## src/design/ffsa_pkg.sv

```systemverilog
// Shared types, constants and result codes of the first-fit segment allocator.
package ffsa_pkg;

  localparam int unsigned MaxSegmentsDefault = 64;
  localparam int unsigned AddressBits = 20;

  localparam int unsigned CfgWidth = 21;
  localparam int unsigned CfgIndexWidth = 2;

  typedef enum logic [CfgIndexWidth-1:0] {
    CFG_CAPACITY = 2'd0,
    CFG_BASE     = 2'd1,
    CFG_FIRST    = 2'd2
  } cfg_index_e;

  typedef enum logic [2:0] {
    RC_DONE    = 3'd0,
    RC_BAD_END = 3'd1,
    RC_NO_FIT  = 3'd2,
    RC_FULL    = 3'd3,
    RC_INVALID = 3'd4
  } result_code_e;

  typedef enum logic [0:0] {
    OP_LOAD    = 1'b0,
    OP_REQUEST = 1'b1
  } opcode_e;

  typedef struct packed {
    logic        opcode;
    logic [19:0] end_address;
    logic [20:0] request_size;
    logic        match_status;
  } req_t;

  typedef struct packed {
    logic [2:0]  result_code;
    logic [19:0] block_start;
    logic [19:0] block_end;
    logic        block_status;
    logic        load_complete;
  } rsp_t;

  typedef enum logic [3:0] {
    ST_IDLE,
    ST_SCAN_RD,
    ST_SCAN_CHK,
    ST_RD_NEXT,
    ST_FIX,
    ST_SHIFT_RD,
    ST_SHIFT_WR,
    ST_RESP
  } state_e;

endpackage

```

## src/design/first_fit_segment_allocator_core.sv

```systemverilog
// Top level of the first-fit segment allocator: control sequencer and segment table memory.
//
// Usage: items arrive on the in channel (in_valid_i/in_ready_o/in_data_i) and each one
// produces exactly one result on the out channel (out_valid_o/out_ready_i/out_data_o).
// Opcode 0 loads the next segment end; opcode 1 requests a flip of units.
// The segment table sits in one synchronous memory with a registered read port;
// each entry packs start, end and status.
// A load or a rejected request passes through the response state before its result shows.
// A request reads and then checks one entry at a time until the first fit, fixes up
// the neighbouring entries, then reads and writes each entry that is moved when a
// segment is inserted or removed.
// One item is in work at a time; in_ready_o is high only while the sequencer is idle.
// The result sits in an output register; while the receiver stalls the block holds it
// and accepts no new item.
// Reset clears the segment count and the load state to start zero and status zero, and
// sets the capacity to 2^20; the table memory is not cleared, since only entries below
// the count are ever used.
// Configuration writes (cfg_we_i, cfg_index_i, cfg_data_i) belong between items.
module first_fit_segment_allocator_core
  import ffsa_pkg::*;
#(
  parameter int unsigned MAX_SEGMENTS = MaxSegmentsDefault
) (
  input  logic                     clk_i,
  input  logic                     rst_ni,
  input  logic                     cfg_we_i,
  input  logic [CfgIndexWidth-1:0] cfg_index_i,
  input  logic [CfgWidth-1:0]      cfg_data_i,
  input  logic                     in_valid_i,
  output logic                     in_ready_o,
  input  req_t                     in_data_i,
  output logic                     out_valid_o,
  input  logic                     out_ready_i,
  output rsp_t                     out_data_o
);

  localparam int unsigned IdxW = (MAX_SEGMENTS > 1) ? $clog2(MAX_SEGMENTS) : 1;
  localparam int unsigned CntW = $clog2(MAX_SEGMENTS + 1);
  localparam int unsigned AW   = AddressBits;
  localparam logic [CntW-1:0] MaxCnt = CntW'(MAX_SEGMENTS);

  typedef struct packed {
    logic [AW-1:0] s;
    logic [AW-1:0] e;
    logic          st;
  } ent_t;

  // Segment table memory.
  ent_t            mem_q [MAX_SEGMENTS];
  logic            we;
  logic [IdxW-1:0] waddr, raddr;
  ent_t            wdata, rdata_q;

  always_ff @(posedge clk_i) begin
    if (we) begin
      mem_q[waddr] <= wdata;
    end
    rdata_q <= mem_q[raddr];
  end

  // Configuration and load state.
  logic [CfgWidth-1:0] cap_q;
  logic [CntW-1:0]     cnt_q, cnt_d;
  logic [AW-1:0]       nls_q, nls_d;
  logic                nlst_q, nlst_d, done_q, done_d;

  state_e          st_q, st_d;
  logic [IdxW-1:0] idx_q, idx_d;
  logic [CntW-1:0] k_q, k_d;
  req_t            req_q;
  ent_t            cur_q, cur_d, nxt_q, nxt_d, prv_q, prv_d;
  logic            up_q, up_d;     // shift direction: 1 moves entries up (insert)
  logic [1:0]      rm_q, rm_d;     // number of entries removed, the distance entries move down
  ent_t            ins_q, ins_d;
  rsp_t            rsp_q, rsp_d;
  logic            ov_q, ov_d;

  // Effective capacity clamped to 1 .. 2^AW, held one bit wider than the address.
  logic [AW:0] cap_eff;
  always_comb begin
    logic [CfgWidth:0] c;
    c = {1'b0, cap_q};
    if (c == '0) c = (CfgWidth+1)'(1);
    if (c > (CfgWidth+1)'(1) << AW) c = (CfgWidth+1)'(1) << AW;
    cap_eff = c[AW:0];
  end

  logic [AW-1:0] endv;
  assign endv = AW'(in_data_i.end_address);

  // Fit test for the entry in the read register.
  logic [AW:0] len_cur;
  logic        fits;
  assign len_cur = {1'b0, rdata_q.e} - {1'b0, rdata_q.s} + 1'b1;
  assign fits = (rdata_q.st == req_q.match_status) && (rdata_q.e >= rdata_q.s) &&
                ({{(22 - AW - 1) {1'b0}}, len_cur} >= {1'b0, req_q.request_size});

  logic [AW:0] len_sel;
  logic        partial;
  assign len_sel = {1'b0, cur_q.e} - {1'b0, cur_q.s} + 1'b1;
  assign partial = {1'b0, req_q.request_size} < {{(22 - AW - 1) {1'b0}}, len_sel};

  logic [AW-1:0] sz;
  assign sz = AW'(req_q.request_size);

  logic has_prev, has_next;
  assign has_prev = idx_q != '0;
  assign has_next = (CntW'(idx_q) + 1'b1) < cnt_q;

  assign in_ready_o  = (st_q == ST_IDLE) && !ov_q;
  assign out_valid_o = ov_q;
  assign out_data_o  = rsp_q;

  always_comb begin
    st_d  = st_q;
    idx_d = idx_q;
    k_d   = k_q;
    cur_d = cur_q;
    nxt_d = nxt_q;
    prv_d = prv_q;
    up_d  = up_q;
    rm_d  = rm_q;
    ins_d = ins_q;
    rsp_d = rsp_q;
    ov_d  = ov_q;
    cnt_d = cnt_q;
    nls_d = nls_q;
    nlst_d = nlst_q;
    done_d = done_q;
    we    = 1'b0;
    waddr = idx_q;
    wdata = cur_q;
    raddr = idx_q;
    if (ov_q && out_ready_i) ov_d = 1'b0;
    case (st_q)
      ST_IDLE: begin
        if (in_valid_i && in_ready_o) begin
          rsp_d = '0;
          idx_d = '0;
          if (in_data_i.opcode == OP_LOAD) begin
            rsp_d.block_start  = 20'(nls_q);
            rsp_d.block_end    = 20'(endv);
            rsp_d.block_status = nlst_q;
            if (done_q) begin
              rsp_d = '0;
              rsp_d.result_code = RC_INVALID;
            end else if (endv < nls_q || {1'b0, endv} >= cap_eff) begin
              rsp_d.result_code = RC_BAD_END;
            end else if (cnt_q >= MaxCnt) begin
              rsp_d.result_code = RC_FULL;
            end else begin
              rsp_d.result_code = RC_DONE;
              we    = 1'b1;
              waddr = IdxW'(cnt_q);
              wdata = '{s: nls_q, e: endv, st: nlst_q};
              cnt_d = cnt_q + 1'b1;
              if ({1'b0, endv} >= cap_eff - 1'b1) begin
                done_d = 1'b1;
              end else begin
                nls_d  = endv + 1'b1;
                nlst_d = ~nlst_q;
              end
            end
            rsp_d.load_complete = done_d;
            st_d = ST_RESP;
          end else if (!done_q || in_data_i.request_size == '0) begin
            rsp_d.result_code   = RC_INVALID;
            rsp_d.load_complete = done_q;
            st_d = ST_RESP;
          end else begin
            raddr = '0;
            st_d  = ST_SCAN_CHK;
          end
        end
      end
      ST_SCAN_RD: begin
        raddr = idx_q;
        st_d  = ST_SCAN_CHK;
      end
      ST_SCAN_CHK: begin
        if (fits) begin
          cur_d = rdata_q;
          rsp_d.block_start  = 20'(rdata_q.s);
          rsp_d.block_end    = 20'(rdata_q.e);
          rsp_d.block_status = rdata_q.st;
          raddr = idx_q + 1'b1;
          st_d  = ST_RD_NEXT;
        end else if ((CntW'(idx_q) + 1'b1) >= cnt_q) begin
          rsp_d.result_code   = RC_NO_FIT;
          rsp_d.load_complete = done_q;
          st_d = ST_RESP;
        end else begin
          idx_d = idx_q + 1'b1;
          st_d  = ST_SCAN_RD;
        end
        // Keep the previous entry for the predecessor fix-up.
        if (!fits) prv_d = rdata_q;
      end
      ST_RD_NEXT: begin
        nxt_d = rdata_q;
        st_d  = ST_FIX;
      end
      ST_FIX: begin
        rsp_d.result_code   = RC_DONE;
        rsp_d.load_complete = done_q;
        st_d = ST_RESP;
        if (partial) begin
          if (!has_prev) begin
            if (cnt_q >= MaxCnt) begin
              rsp_d.result_code = RC_FULL;
            end else begin
              // Move entries 0..count-1 up by one, then write the new head.
              up_d  = 1'b1;
              ins_d = '{s: cur_q.s, e: cur_q.s + sz - 1'b1, st: ~cur_q.st};
              cur_d.s = cur_q.s + sz;
              k_d   = cnt_q;
              cnt_d = cnt_q + 1'b1;
              st_d  = ST_SHIFT_RD;
            end
          end else begin
            we    = 1'b1;
            waddr = idx_q - 1'b1;
            wdata = '{s: prv_q.s, e: prv_q.e + sz, st: prv_q.st};
            cur_d.s = cur_q.s + sz;
            st_d  = ST_SHIFT_RD;
            rm_d  = 2'd0;
            up_d  = 1'b0;
            k_d   = cnt_q; // nothing to move; the shift states write cur back
          end
        end else if (!has_prev && !has_next) begin
          we    = 1'b1;
          wdata = '{s: cur_q.s, e: cur_q.e, st: ~cur_q.st};
        end else if (!has_prev) begin
          we    = 1'b1;
          wdata = '{s: cur_q.s, e: nxt_q.e, st: ~cur_q.st};
          up_d  = 1'b0;
          k_d   = CntW'(idx_q) + 2'd2;
          idx_d = idx_q + 1'b1;
          cnt_d = cnt_q - 1'b1;
          st_d  = ST_SHIFT_RD;
          rm_d  = 2'd1;
        end else if (!has_next) begin
          we    = 1'b1;
          waddr = idx_q - 1'b1;
          wdata = '{s: prv_q.s, e: cur_q.e, st: prv_q.st};
          cnt_d = cnt_q - 1'b1;
        end else begin
          we    = 1'b1;
          waddr = idx_q - 1'b1;
          wdata = '{s: prv_q.s, e: nxt_q.e, st: prv_q.st};
          up_d  = 1'b0;
          k_d   = CntW'(idx_q) + 2'd2;
          cnt_d = cnt_q - 2'd2;
          st_d  = ST_SHIFT_RD;
          rm_d  = 2'd2;
        end
      end
      ST_SHIFT_RD: begin
        if (up_q) begin
          if (k_q == CntW'(idx_q)) begin
            // All moved: entry 1 gets the trimmed segment, entry 0 the new one.
            we    = 1'b1;
            waddr = '0;
            wdata = ins_q;
            st_d  = ST_SHIFT_WR;
            k_d   = '1;
          end else begin
            raddr = IdxW'(k_q - 1'b1);
            st_d  = ST_SHIFT_WR;
          end
        end else if (rm_q == 2'd0) begin
          we    = 1'b1;
          wdata = cur_q;
          st_d  = ST_RESP;
        end else if (k_q >= cnt_q + CntW'(rm_q)) begin
          st_d = ST_RESP;
        end else begin
          raddr = IdxW'(k_q);
          st_d  = ST_SHIFT_WR;
        end
      end
      ST_SHIFT_WR: begin
        if (up_q) begin
          if (k_q == '1) begin
            we    = 1'b1;
            waddr = IdxW'(1);
            wdata = cur_q;
            st_d  = ST_RESP;
          end else begin
            we    = 1'b1;
            waddr = IdxW'(k_q);
            wdata = rdata_q;
            k_d   = k_q - 1'b1;
            st_d  = ST_SHIFT_RD;
          end
        end else begin
          we    = 1'b1;
          waddr = IdxW'(k_q - CntW'(rm_q));
          wdata = rdata_q;
          k_d   = k_q + 1'b1;
          st_d  = ST_SHIFT_RD;
        end
      end
      ST_RESP: begin
        ov_d = 1'b1;
        st_d = ST_IDLE;
      end
      default: st_d = ST_IDLE;
    endcase
    // While the table is empty, base address and first status also seed the load state.
    if (cfg_we_i && cnt_q == '0) begin
      if (cfg_index_i == CFG_BASE) nls_d = AW'(cfg_data_i[19:0]);
      if (cfg_index_i == CFG_FIRST) nlst_d = cfg_data_i[0];
    end
  end

  always_ff @(posedge clk_i or negedge rst_ni) begin
    if (!rst_ni) begin
      st_q    <= ST_IDLE;
      ov_q    <= 1'b0;
      cnt_q   <= '0;
      done_q  <= 1'b0;
      nls_q   <= '0;
      nlst_q  <= 1'b0;
      cap_q   <= CfgWidth'(1) << 20;
    end else begin
      st_q   <= st_d;
      ov_q   <= ov_d;
      cnt_q  <= cnt_d;
      done_q <= done_d;
      nls_q  <= nls_d;
      nlst_q <= nlst_d;
      if (cfg_we_i) begin
        case (cfg_index_i)
          CFG_CAPACITY: cap_q <= cfg_data_i;
          default: ;
        endcase
      end
    end
  end

  always_ff @(posedge clk_i) begin
    idx_q <= idx_d;
    k_q   <= k_d;
    cur_q <= cur_d;
    nxt_q <= nxt_d;
    prv_q <= prv_d;
    up_q  <= up_d;
    rm_q  <= rm_d;
    ins_q <= ins_d;
    rsp_q <= rsp_d;
    if (st_q == ST_IDLE && in_valid_i && in_ready_o) req_q <= in_data_i;
  end

  a_cnt_max: assert property (@(posedge clk_i) disable iff (!rst_ni)
    cnt_q <= MaxCnt) else $error("segment count above table depth");
  a_ready_idle: assert property (@(posedge clk_i) disable iff (!rst_ni)
    in_ready_o |-> (st_q == ST_IDLE && !out_valid_o))
    else $error("ready while busy");
  a_done_stays: assert property (@(posedge clk_i) disable iff (!rst_ni)
    done_q |=> done_q) else $error("load complete dropped");
  a_resp_valid: assert property (@(posedge clk_i) disable iff (!rst_ni)
    st_q == ST_RESP |=> out_valid_o) else $error("result not presented");

endmodule
```

## config.mk

```make
export PLATFORM = sky130hd
export DESIGN_NAME = first_fit_segment_allocator_core
export DESIGN_NICKNAME = d
export VERILOG_FILES = /design/src/design/ffsa_pkg.sv /design/src/design/first_fit_segment_allocator_core.sv
export SDC_FILE = /design/constraint.sdc
export NUM_CORES = 2
export LEC_CHECK = 0
export ABC_AREA = 0
export BUFFER_PORTS_ARGS = -buffer_cell sky130_fd_sc_hd__buf_4
export CORE_AREA = 8 8 529 738
export DETAILED_ROUTE_END_ITERATION = 6
export DIE_AREA = 0 0 537 746
export GPL_TIMING_DRIVEN = 1
export PLACE_DENSITY = 0.54
export SKIP_CTS_REPAIR_TIMING = 1
export SYNTH_ARGS = -nofsm -noshare
export SYNTH_HDL_FRONTEND = slang
export SYNTH_SLANG_ARGS = --single-unit
```

## constraint.sdc

```tcl
create_clock -name clk_i -period 9 [get_ports clk_i]
set_input_delay 0.9 -clock clk_i [delete_from_list [all_inputs] [get_ports clk_i]]
set_output_delay 0.9 -clock clk_i [all_outputs]
set_load 0.02 [all_outputs]
```

; ---- After elaboration in Yosys (flattened, before gate mapping)
; Memory sizes are Yosys's and may differ from the RTL's. A register that Yosys moved wholly into a read port is not among the register bits.
; Cells that the tools add are included.
[totals]
regBits = 281
latchBits = 0
ramBits = 2624
mem_bits_ro = 0
out_inout_bits = 47
wordCells = 301
n_memories = 1
[memory_table]
columns = memory, words, word_bits, read_ports, rd_clocked_by_memory_dff, wr, line
row1 = mem_q, 64, 41, 1, 1, 1, first_fit_segment_allocator_core.sv:49  ; ent_t mem_q [MAX_SEGMENTS];
[op_classes]
addsub = 20
mul = 0
div_mod_pow = 0
n_lt_le_gt_ge = 11
n_eq_ne = 36
n_shift = 0
mux = 158
n_bitwise = 6
reduce_logical = 41
[ops]
columns = cell, count
row1 = 41-bit two-way mux, 16
row2 = 20-bit two-way mux, 12
row3 = 41-bit one-hot mux with 4 select lines, 1
row4 = 6-bit two-way mux, 26
row5 = 7-bit two-way mux, 20
row6 = 41-bit one-hot mux with 2 select lines, 1
row7 = 21-bit two-way mux, 3
row8 = 45-bit two-way mux, 1
row9 = 21-bit by 1-bit adder with 21-bit output (second input constant), 2
row10 = 20-bit by 21-bit greater-or-equal comparator with 1-bit output, 2
row11 = 21-bit logical NOT, 2
row12 = 42-bit two-way mux, 1
row13 = 20-bit by 20-bit subtractor with 21-bit output, 2
row14 = 20-bit adder, 2
row15 = 1-bit two-way mux, 40
row16 = 20-bit one-hot mux with 2 select lines, 1
row17 = 6-bit one-hot mux with 3 select lines, 2
row18 = 2-bit two-way mux, 14
row19 = 2-bit inequality test (second input constant), 14
row20 = 4-bit one-hot mux with 7 select lines, 1
row21 = 3-bit two-way mux, 9
row22 = 6-bit one-hot mux with 4 select lines, 1
row23 = 22-bit by 21-bit > comparator with 1-bit output (second input constant), 1
row24 = 21-bit greater-or-equal comparator, 1
row25 = 50 further kinds, 97

; ---- Logic depth before layout (Yosys ltp)
[logic_depth]
word_depth = 15
mapped_depth = 33

; ---- Worst setup path before layout
; OpenSTA, ideal clock, no wires.
[synth_timing]
path_kind = flip-flop to flip-flop
start = register cap_q[4]
end = memory mem_q[47][0] (netlist bit) (enable)
setup_ns = 0.490
t_arrival_ns = 8.101
required_ns = 8.510
path_slack_ns = 0.409
stages_incl_launch_ff = 23
n_path_buf = 3
synth_period_minus_slack_ns = 8.591
path_cell_list = dfrtp_1 or3_1 or4_1 nor4_1 nor3b_1 nand2_1 o21ai_1 clkbuf_1 nand2_1 ha_1 a21o_1 a21o_1 a21o_1 a211o_1 o221ai_1 a31oi_1 nor3_2 o21ai_0 o2bb2ai_1 or2_2 clkbuf_1 clkbuf_1 nor3_1
[synth_via]
elab_chain_cells = 13
[synth_lines]
columns = element, line
row1 = from (decl), first_fit_segment_allocator_core.sv:62  ; logic [CfgWidth-1:0] cap_q;
row2 = from (signal assigned), first_fit_segment_allocator_core.sv:325  ; cap_q <= CfgWidth'(1) << 20;
row3 = from (signal assigned), first_fit_segment_allocator_core.sv:335  ; CFG_CAPACITY: cap_q <= cfg_data_i;
row4 = 21-bit logical NOT, first_fit_segment_allocator_core.sv:83  ; if (c == '0) c = (CfgWidth+1)'(1);
row5 = 21-bit two-way mux (*), first_fit_segment_allocator_core.sv:83
row6 = 22-bit by 21-bit > comparator with 1-bit output, first_fit_segment_allocator_core.sv:84  ; if (c > (CfgWidth+1)'(1) << AW) c = (CfgWidth+1)'(1) << AW;
row7 = 21-bit two-way mux (*), first_fit_segment_allocator_core.sv:84
row8 = 20-bit by 21-bit greater-or-equal comparator with 1-bit output (*), first_fit_segment_allocator_core.sv:147  ; end else if (endv < nls_q || {1'b0, endv} >= cap_eff) begin
row9 = 1-bit logical OR (*), first_fit_segment_allocator_core.sv:147
row10 = 1-bit two-way mux, first_fit_segment_allocator_core.sv:147
row11 = 1-bit two-way mux, first_fit_segment_allocator_core.sv:144  ; if (done_q) begin
row12 = 1-bit two-way mux, first_fit_segment_allocator_core.sv:140  ; if (in_data_i.opcode == OP_LOAD) begin
row13 = 1-bit two-way mux, first_fit_segment_allocator_core.sv:137  ; if (in_valid_i && in_ready_o) begin
row14 = 1-bit one-hot mux with 4 select lines, first_fit_segment_allocator_core.sv:135  ; case (st_q)
row15 = 1-bit two-way mux, first_fit_segment_allocator_core.sv:55  ; if (we) begin
row16 = 1-bit two-way mux (not written as such), first_fit_segment_allocator_core.sv:56  ; mem_q[waddr] <= wdata;
row17 = to (decl), first_fit_segment_allocator_core.sv:49
; Every way passes the cells marked *; elsewhere a longest branch is shown, timed or not.

; ---- Worst setup path in the final report
[layout_timing]
start = register rdata_q[2] (netlist name)
end = register rdata_q[23] (netlist name)
[layout_via]
elab_chain_cells = 6
[layout_lines]
columns = element, line
row1 = 20-bit by 20-bit subtractor with 21-bit output, first_fit_segment_allocator_core.sv:94  ; assign len_cur = {1'b0, rdata_q.e} - {1'b0, rdata_q.s} + 1'b1;
row2 = 21-bit by 1-bit adder with 21-bit output, first_fit_segment_allocator_core.sv:94
row3 = 21-bit greater-or-equal comparator, first_fit_segment_allocator_core.sv:96  ; ({{(22 - AW - 1) {1'b0}}, len_cur} >= {1'b0, req_q.request_size});
row4 = 1-bit logical AND (*), first_fit_segment_allocator_core.sv:95  ; assign fits = (rdata_q.st == req_q.match_status) && (rdata_q.e >= rdata_q.s) &&
row5 = 6-bit two-way mux (*), first_fit_segment_allocator_core.sv:181  ; if (fits) begin
row6 = 6-bit one-hot mux with 3 select lines (*), first_fit_segment_allocator_core.sv:135
; Marks and branches as above.
; A chain may end at the register's enable or synchronous reset.

==> impl_results.md <==
* Top FF cell, synth: edfxtp_1
* CP Max Fanout at just over 40
* Share of cells above drive strength 1 at 0.124
* Post-Synthesis Cells at between 9000 and 10000
* DPL Wire Length at approximately 270 mm
* Cell variety after synth at approximately 100
* Critical Path RT at roughly 9.7 ns
* Synthesized cell area at 0.132 mm^2
* Buffers on Ports at around 120
* Routed via count at ~90000
* Clk Latency, worst-skew pair at around 0.90 ns
* GP Congestion at about 0.91
* Crit path arrival time at slightly above 9 ns
* Slowest cell on crit path: nor4_2
* CP most frequent cell: o21ai_0
* Metal2 WL at 219 mm
* Clk buf depth at 4
* Vias/cell at between 5 and 6
* Die ar. at 0.401 mm^2
* Setup violations, final at 0
* First-pass GRT wire length at between 600 and 700 mm
* # H-tree levels at 5
* Yosys reg bits at slightly below 3000
* Slew headroom at 0.129
* Cell with the most instances after synthesis: edfxtp_1
* DR WL met3 at 27.7 mm
* FF+latch area at between 0.08 and 0.09 mm^2
* Worst R2R Path Depth at 31
* Worst-path clk slew at roughly 0.07 ns
* Synthesized area per cell at 13.4 um^2
* Vias in the first global route at 88800
* Fin crit share at 0.960
* Die Y at 746 um
* Starting Density at 0.348
* Commonest cells post-synth: edfxtp_1, nand3_1, clkbuf_1
* WL/cell at between 20 and 30 um
* Register area share after synthesis at 0.664
* Total track usage at 0.207
* Max Clk Rate at between 0.1 and 0.15 GHz
* 1st-iter DRT viols at 8943
* Slowest cell delay on critical path at about 0.70 ns
* CP Capture Type: flop
* Final wirelength at 433 mm
* Async SR Flop Fraction at 0.0183
* Startpoint types: flop
* Initial antenna violation count at 14
* Top-level I/O count at between 100 and 150
* Reg-to-reg endpoint: rdata_q[23]
* Met1 Routed Length at 166 mm
* Fin. max-slew vios at 0
* Root Driver: clkbuf_16
* R2R Path Start: rdata_q[2]
* DRC Markers at 0
* Minimum clock period at 8.64 ns
* Antenna-violating nets left at 0
* Final Hold Fails at 0
* CP Class: flop to flop
* Synth warn at 0
* Die width at approximately 540 um
* Post-synth EDFFs at about 2900
* Synth Net Count at about 10000
* Site row count at between 200 and 300
* Gr ovfl total at 0
* Multi-input logic area at approximately 0.041 mm^2
* Unrepaired setup endpoints after global routing: no
* Pin count of the biggest net entering global routing at between 150 and 200
* Max_cap viols at 0
* Skew final at between 0.06 and 0.07 ns
* Cell taking the most area after synthesis: edfxtp_1
* Setup_tns at 0 ns
* Least-Margin Pin Slew at 1.31 ns
* Area contributors post-synth: edfxtp_1, nand3_1, a211oi_1
* Top Layer Used: met5
* CTS Sinks at around 2900
* Status: complete, no violations
* Total CTS buffers at between 200 and 300
* Top cell type's share of synthesized area at 0.648
* TritonCTS clock tree: yes
* Worst Hold Class: input port to asynchronous set/reset pin
* Area growth syn-to-layout at 14.3%
* Worst reg2reg setup slack at ~0.36 ns
* Nets at 10200
* DR pass1 iterations at 6
* Filler Cells Inserted at 35200
* Core area at 0.380 mm^2
==> metal layers <==
metal,track usage,up-vias
li1,-,39200
met1,0.249,46300
met2,0.367,3631
met3,0.0312,938
met4,0.0876,4
met5,0,-
==> cells by family after synthesis <==
kind of cell	Yosys count	synth area share
multiplexers	336	0.0257
flip-flops	2945	0.664
AO/OA/AOI/OAI	2430	0.135
adder cells (fa/ha/maj)	267	0.0261
XOR/XNOR	147	0.00975
buffers and inverters	1010	0.0319
AND/OR/NAND/NOR	2691	0.107
==> how the worst max path moves through the flow <==
| stage | startpoint | to | slack (ns) |
|---|---|---|---|
| floorplan | cap_q[4] | mem_q[47][0] | 0.41 |
| global placement | rdata_q[2] | rdata_q[22] | -0.32 |
| detailed placement | rdata_q[2] | rdata_q[22] | -0.16 |
| CTS | rdata_q[2] | rdata_q[22] | -0.21 |
| global route | rdata_q[2] | rdata_q[23] | 0.02 |
| finish | rdata_q[2] | rdata_q[23] | 0.36 |
==> cells in the final DEF, fill, tap and decap left out, types with 168 or more instances in the layout <==
cell type     n
a32oi_1     168
ha_1        252
buf_4       457
a211oi_1    430
o2111ai_1   172
and3_1      423
nand3_1     683
clkbuf_16   294
o21ai_0     476
edfxtp_1   2850
mux2i_1     314
a21oi_1     197
nor2_1      477
nand2_1     569
==> sequential cells by signal, indices dropped and copies added (netlist names), 2 cells and up <==
| register | count |
|---|---|
| out_data_o | 45 |
| cnt_q | 7 |
| rm_q | 2 |
| mem_q | 2624 |
| nxt_q | 20 |
| req_q | 22 |
| idx_q | 6 |
| k_q | 7 |
| cur_q | 41 |
| st_q | 3 |
| nls_q | 20 |
| prv_q | 41 |
| cap_q | 21 |
| ins_q | 41 |
| rdata_q | 41 |
==> area by class of cell <==
| type | instances | area share |
|---|---|---|
| clock buffer | 361 | 0.0508 |
| tap | 4995 | 0.0414 |
| antenna | 2 | 0.0000331 |
| inverter | 161 | 0.00404 |
| clock inverter | 149 | 0.00905 |
| sequential | 2945 | 0.581 |
| timing repair buffer | 594 | 0.0408 |
| multi-input combinational | 5871 | 0.273 |
==> worst max-delay path, delay by kind of cell (launching register included) <==
family,cells,cell delay [ns]
AOI/OAI and AO/OA,13,3.29
and+or+nand+nor,7,1.90
adders and majority gates,4,1.32
buffers and inverters,6,1.29
DFF,1,0.47
xor gates and xnor gates,1,0.10
==> per-stage QoR <==
step	util	hold WS, ns	setup WS [ns]	cell area [um^2]	instances
finish	0.398	0.0937	0.362	151000	15100
global route	0.398	0.115	0.0224	151000	15100
floorplan	-	0.431	0.409	132000	9826
CTS	0.398	0.0526	-0.213	151000	15100
detailed placement	0.374	0.547	-0.162	142000	14600
global placement	0.374	0.529	-0.317	142000	14600
Power is left out: the tool's default activity adds up to more than one toggle a clock period on the data nets, which glitch-free logic cannot reach.
